`src/hw/rtl/i16mm_pkg.sv`:
```
// Shared widths, defaults and the accumulator control struct of the int16 matrix multiply.
// No dependencies; every other file of the block imports this package.
`default_nettype none

package i16mm_pkg;

    localparam int DATA_W           = 16;
    localparam int LANE_W           = 4;
    localparam int COLUMN_W         = 4;
    localparam int GROUP_W          = 2;
    localparam int STEP_W           = 16;
    localparam int DEFAULT_MESH_DIM = 16;
    localparam int OUT_COLS_MAX     = 16;
    localparam int OUT_GROUPS_MAX   = 4;
    localparam int ROWS_PER_GROUP   = 4;

    typedef logic signed [DATA_W-1:0] data_t;

    // Control from the sequencer to the accumulator bank.
    typedef struct packed {
        logic rd_en;      // read one column row of accumulators
        logic mac_en;     // the read belongs to an accumulate sweep
        logic clear_all;  // drop every row back to zero
    } acc_ctl_t;

endpackage

`default_nettype wire

```
`src/hw/rtl/i16mm_operand_buf.sv`:
```
// Operand store of the int16 matrix multiply: per-lane A and B slots and the step snapshot.
// Depends on i16mm_pkg.
`default_nettype none

module i16mm_operand_buf
    import i16mm_pkg::*;
#(
    parameter int MESH_DIM = DEFAULT_MESH_DIM
)
(
    input  wire logic                           clk,
    input  wire logic                           in_accept,
    input  wire logic                           trig_accept,
    input  wire logic [LANE_W-1:0]              lane,
    input  wire data_t                          a_value,
    input  wire data_t                          b_value,
    input  wire logic [$clog2(MESH_DIM)-1:0]    sel_col,
    output data_t     [MESH_DIM-1:0]            a_snap,
    output data_t                               b_sel
);

    data_t a_vec_reg  [MESH_DIM];
    data_t b_vec_reg  [MESH_DIM];
    data_t a_snap_reg [MESH_DIM];
    data_t b_snap_reg [MESH_DIM];

    // Each beat overwrites its lane's slot. The trigger beat also freezes a copy of the
    // whole step, so the next step can fill the slots while the sweep is running.
    always_ff @(posedge clk)
    begin
        for (int i = 0; i < MESH_DIM; i++)
        begin
            if (in_accept && ({28'd0, lane} == 32'(i)))
            begin
                a_vec_reg[i] <= a_value;
                b_vec_reg[i] <= b_value;
            end
            if (trig_accept)
            begin
                a_snap_reg[i] <= (i == MESH_DIM - 1) ? a_value : a_vec_reg[i];
                b_snap_reg[i] <= (i == MESH_DIM - 1) ? b_value : b_vec_reg[i];
            end
        end
    end

    always_comb
    begin
        for (int i = 0; i < MESH_DIM; i++)
        begin
            a_snap[i] = a_snap_reg[i];
        end
    end

    assign b_sel = b_snap_reg[sel_col];

endmodule

`default_nettype wire

```
`config.mk`:
```
export PLATFORM = sky130hd
export DESIGN_NAME = i16mm_operand_buf
export DESIGN_NICKNAME = d
export VERILOG_FILES = /design/src/hw/rtl/i16mm_pkg.sv /design/src/hw/rtl/i16mm_operand_buf.sv
export SDC_FILE = /design/constraint.sdc
export NUM_CORES = 1
export LEC_CHECK = 0
export ABC_AREA = 1
export BUFFER_PORTS_ARGS = -buffer_cell sky130_fd_sc_hd__buf_2
export CAP_MARGIN = 5
export CORE_AREA = 2 2 222 268
export DETAILED_ROUTE_END_ITERATION = 8
export DIE_AREA = 0 0 224 270
export PLACE_DENSITY = 0.79
export SYNTH_ARGS = -nofsm -noshare
export SYNTH_HDL_FRONTEND = slang
export SYNTH_SLANG_ARGS = --single-unit
```
`constraint.sdc`:
```
create_clock -name clk -period 3.4 [get_ports clk]
set_input_delay 0.17 -clock clk [delete_from_list [all_inputs] [get_ports clk]]
set_output_delay 0.17 -clock clk [all_outputs]
set_load 0.02 [all_outputs]
```
**Word-level counts from Yosys, hierarchy flattened**

Memory sizes are Yosys's and may differ from the RTL's.
Index checks and enable logic that the tools add are counted.

- Div/mod/pow operators: 0
- Shifts and indexed selects: 0
- Order comparisons: 0
- Reductions and logical operators: 47
- Muxes and demuxes: 124
- Eq/ne operators: 15
- $add $sub $neg: 0
- Bitwise operators: 0
- Multiply operators: 0

Operators by type and width:

| kind | number |
|---|---|
| 2-to-1 mux 16 bit | 30 |
| OR reduction 16 bit | 30 |
| 2-to-1 mux 4 bit | 30 |
| 2-to-1 mux 1 bit | 64 |
| == test 4 bit (second input constant) | 8 |
| == test 4 x 3 -> 1 bit (second input constant) | 4 |
| logical AND 1 bit | 16 |
| == test 4 x 2 -> 1 bit (second input constant) | 2 |
| == test 4 x 1 -> 1 bit (second input constant) | 1 |
| zero test 4 bit | 1 |

- Bits in writable memories: 1024
- Flip-flop bits (word level): 0
- Output and inout bits: 272
- ROM bits: 0
- Latch bits: 0
- Memories: 4

Memory list:

| memory | depth | bits a word | rd ports | clocked after Yosys merged registers in | wr ports | line | text |
|---|---|---|---|---|---|---|---|
| a_snap_reg | 16 | 16 | 16 | 0 | 16 | i16mm_operand_buf.sv:24 | `data_t a_snap_reg [MESH_DIM];` |
| a_vec_reg | 16 | 16 | 15 | 0 | 1 | i16mm_operand_buf.sv:22 | `data_t a_vec_reg [MESH_DIM];` |
| b_snap_reg | 16 | 16 | 1 | 0 | 16 | i16mm_operand_buf.sv:25 | `data_t b_snap_reg [MESH_DIM];` |
| b_vec_reg | 16 | 16 | 15 | 0 | 1 | i16mm_operand_buf.sv:23 | `data_t b_vec_reg [MESH_DIM];` |

**Longest topological paths before layout**

- Depth after elaboration: 20
- Mapped depth: 9
- Depth with buffers taken out: 7

**Worst setup path before layout**

OpenSTA, ideal clock, no wires.

- Kind: input to register
- Start: input port lane[2]
- End: memory a_vec_reg[1][48] (netlist bit) (enable)
- Slack: 420 ps
- Required time: 2939 ps
- Buffers on the path: 0
- Arrival time: 2519 ps
- Stages on the path: 3
- Setup time: 461 ps
- Cell sequence: inv_1 -> nand2_1 -> nor3_1

- Cells in the longest elaborated chain, start to end: 20
- Elaborated cells between the ends (all ways): 109
- Classes of those cells: eq/ne: 15; mux: 62; reduce/logical: 32

Ends and longest elaborated chain:

| what | line | text |
|---|---|---|
| from (decl) | i16mm_operand_buf.sv:14 | `input wire logic [LANE_W-1:0] lane,` |
| == test 4 x 1 -> 1 bit | i16mm_operand_buf.sv:33 | `if (in_accept && ({28'd0, lane} == 32'(i)))` |
| logical AND 1 bit | i16mm_operand_buf.sv:33 |  |
| 2-to-1 mux 1 bit | i16mm_operand_buf.sv:33 |  |
| 2-to-1 mux 1 bit (implied by the code) | i16mm_operand_buf.sv:35 | `a_vec_reg[i] <= a_value;` |
| OR reduction 16 bit (no line) | n/a |  |
| 2-to-1 mux 4 bit (no line) / 2-to-1 mux 1 bit (equally long branches) (15 in series) | n/a |  |
| to (decl) | i16mm_operand_buf.sv:22 |  |

Parallel ways exist; a longest one is shown, timed or not.

**Final worst setup path**

- Start: input port sel_col[2]
- End: output port b_sel[2]

- Cells in the longest elaborated chain, start to end: 1

Ends and longest elaborated chain:

| what | line | text |
|---|---|---|
| from (decl) | i16mm_operand_buf.sv:17 | `input wire logic [$clog2(MESH_DIM)-1:0] sel_col,` |
| memory (16 x 16 bit) | n/a |  |
| to (decl) | i16mm_operand_buf.sv:19 | `output data_t b_sel` |

Every way passes these cells.

==> results.md <==
- First-pass GRT wire length: about 110 mm
- Syn_area_per_cell: about 18 sq um
- DIE HEIGHT: ~270 um
- Reg2Reg Capture Point: a_snap_reg[0][0]
- Largest stage delay, worst path: between 900 and 1000 ps
- Nets: ~2.3k
- CORE AREA: roughly 0.058 sq mm
- Syn Inst Count: between 1.5k and 2k
- Cell Rows: just under 100
- R2R Path Start: a_vec_reg[0][0]
- Post-synthesis xor/xnor area fraction: 0
- H-tree Lvls: 3
- All-Layer GR Usage: 0.244
- Cell family with most CP delay: buffers and inverters
- Post-CTS Setup Inserts: 0
- Slew headroom: 0.122
- Worst EP required: between 3000 and 4000 ps
- Starting density of the core: 0.573
- Die extent in x: 224 um
- DR vias/cell: 5.45
- WHS: 118 ps
- Crit path from: sel_col[2]
- Power Density: roughly 630 mW/mm^2
- Max FO, Critical Path: 24
- Simple-gate share of the synthesized area: 0.0701
- Fmax: roughly 460 MHz
- Mapped cell area: about 0.033 sq mm
- P_leak: around 0.015 uW
- Ys Warns: 0
- Root buffer cell: clkbuf_16
- Largest net degree at the start of global routing: 96
- Vias in the first global route: around 17k
- RePlAce Congestion: 0.812
- Worst clock skew: between 15 and 20 ps
- Via count: 16.6k
- Total Wirelength: between 70 and 80 mm
- Avg WL per Cell: approximately 24 um
- Area Growth Syn to Fin: 18.3%
- Post-CTS Resized: 0
- CP Capture Point: b_sel[2]
- Crit path cell chain: buf_2 -> inv_1 -> buf_4 -> nand3_1 -> nand3_1 -> nand2_1 -> buf_2
- Levels on crit path: 7
- Mux cell area share after synthesis: 0
- Critical Path Sink Type: output port
- DRT antenna net count: 0
- Max Cap Violations: 0
- Number of remaining DRC errors: 0
- Slowest CP cell: inv_1
- Peak supply drop: 0.575 mV
- CTS clk-pin slew, worst paths: approximately 70 ps
- Mapped Nets: roughly 1.8k
- Placed cell area: about 0.036 sq mm
- Pwr Total: 24,900 uW
- CTS Hold Bufs: 32
- Multi-input logic area: ~0.0024 sq mm
- Synth Area in Adders: 0
- Combinational family with the most area after synthesis: simple AND/OR/NAND/NOR gates
- IO buf count: 314
- Worst r2r path cells: 0
- Outcome: complete, no violations
- Final period util: 0.638
- Worst path arrival time: 2000 ps
- Complex-gate fraction of the synthesized area: 0
- Crit start category: input port
- Worst Hold Class: input port to register
- Synth cell types: 12
- Final Critical Period: around 2200 ps
- Ports: 315
- Clk buf depth: 3
- CP Buf/Inv Count: 4
- Slew Viols, Final: 0
- RSZ-0062 raised after global routing: no
- Clock Latency Late Sink: around 640 ps
- # fillers: between 3k and 4k
- Final Instance Area: around 0.039 sq mm
- DP HPWL: approximately 40 mm
- Least-Margin Pin Slew: 1320 ps
- Final setup violation count: 0
- CTS tree: built
- Kind of critical path: input port to output port
- DRT Pass-1 Iters: 5
- Final TNS setup: 0 ps
- Post-synthesis sequential area ratio: 0.898
- FF+latch count, synth: between 900 and 1k
- R2r setup slk: 2680 ps
- Clock sink total: between 900 and 1k
- Num CTS Buffers: 89
- Iter 0 DRT Violations: ~1.8k
- Total grt overflow: 0
- Fraction of layout cells with a size suffix above 1: 0.216
- Hold Fails Final Rpt: 0
- Die area: between 0.06 and 0.07 sq mm
- Register Area: a little under 0.03 sq mm
- Initial antenna violation count: 1
stage by stage:
stage | setup slack (ps) | std cells | util
final | 1230 | 3041 | 0.678
after detailed placement | 1280 | 2847 | 0.623
after floorplan | 420 | 1799 | -
after CTS | 1250 | 3040 | 0.678
after global routing | 1160 | 3040 | 0.678
after global placement | 1330 | 2847 | 0.623
how the worst min path moves through the flow:
| stage | from | end | cells past startpoint |
|---|---|---|---|
| after floorplan | a_value[0] | a_snap_reg[1][112] | 0 |
| after global placement | b_vec_reg[1][107] | b_snap_reg[14][11] | 0 |
| after detailed placement | a_vec_reg[0][101] | a_snap_reg[0][101] | 0 |
| after CTS | trig_accept | a_snap_reg[0][124] | 1 |
| after global routing | trig_accept | a_snap_reg[0][84] | 1 |
| final | trig_accept | a_snap_reg[0][84] | 1 |
cell families after synthesis:
group	after synthesis
buf+inv	253
flops	992
simple gates	554
per-layer routing:
layer  global-route usage  vias up  routed length (um)
li1                     -     7309                   -
met1                0.305     8190               26000
met2                0.398      917               36100
met3               0.0767      160                8050
met4               0.0995        0                2470
met5                    0        -                   0
area by class of cell:
| class | instances | share of cell area |
|---|---|---|
| diodes | 1 | 0.0000637 |
| clock buffers | 104 | 0.0582 |
| clock inverters | 57 | 0.0145 |
| inverters | 202 | 0.0193 |
| multi-input cells | 554 | 0.0620 |
| flip-flops and latches | 992 | 0.759 |
| well taps | 742 | 0.0237 |
| repair buffers | 389 | 0.0634 |
power breakdown:
group          switching, uW  internal, uW  total (uW)
combinational            817           283        1100
clock                   4380          5480        9850
sequential               103         13800       13900
cell usage in the layout, fill, tap and decap left out, types with 21 or more instances in the layout:
master,instances
clkbuf_16,89
edfxtp_1,992
buf_12,21
nand3_1,195
clkinv_1,24
buf_2,312
inv_1,200
nand2_1,342
buf_4,23
dlygate4sd3_1,32
cells in the mapped netlist (all sizes together):
| cell type | n | area (sq um) |
|---|---|---|
| nand3 | 195 | 976 |
| nor3 | 2 | 10.0 |
| edfxtp | 992 | 29800 |
| inv | 202 | 758 |
| clkbuf | 10 | 37.5 |
| nor2 | 15 | 56.3 |
| buf | 41 | 270 |
| nand2 | 342 | 1280 |
Note: power is estimated with default switching activity, not from simulation.
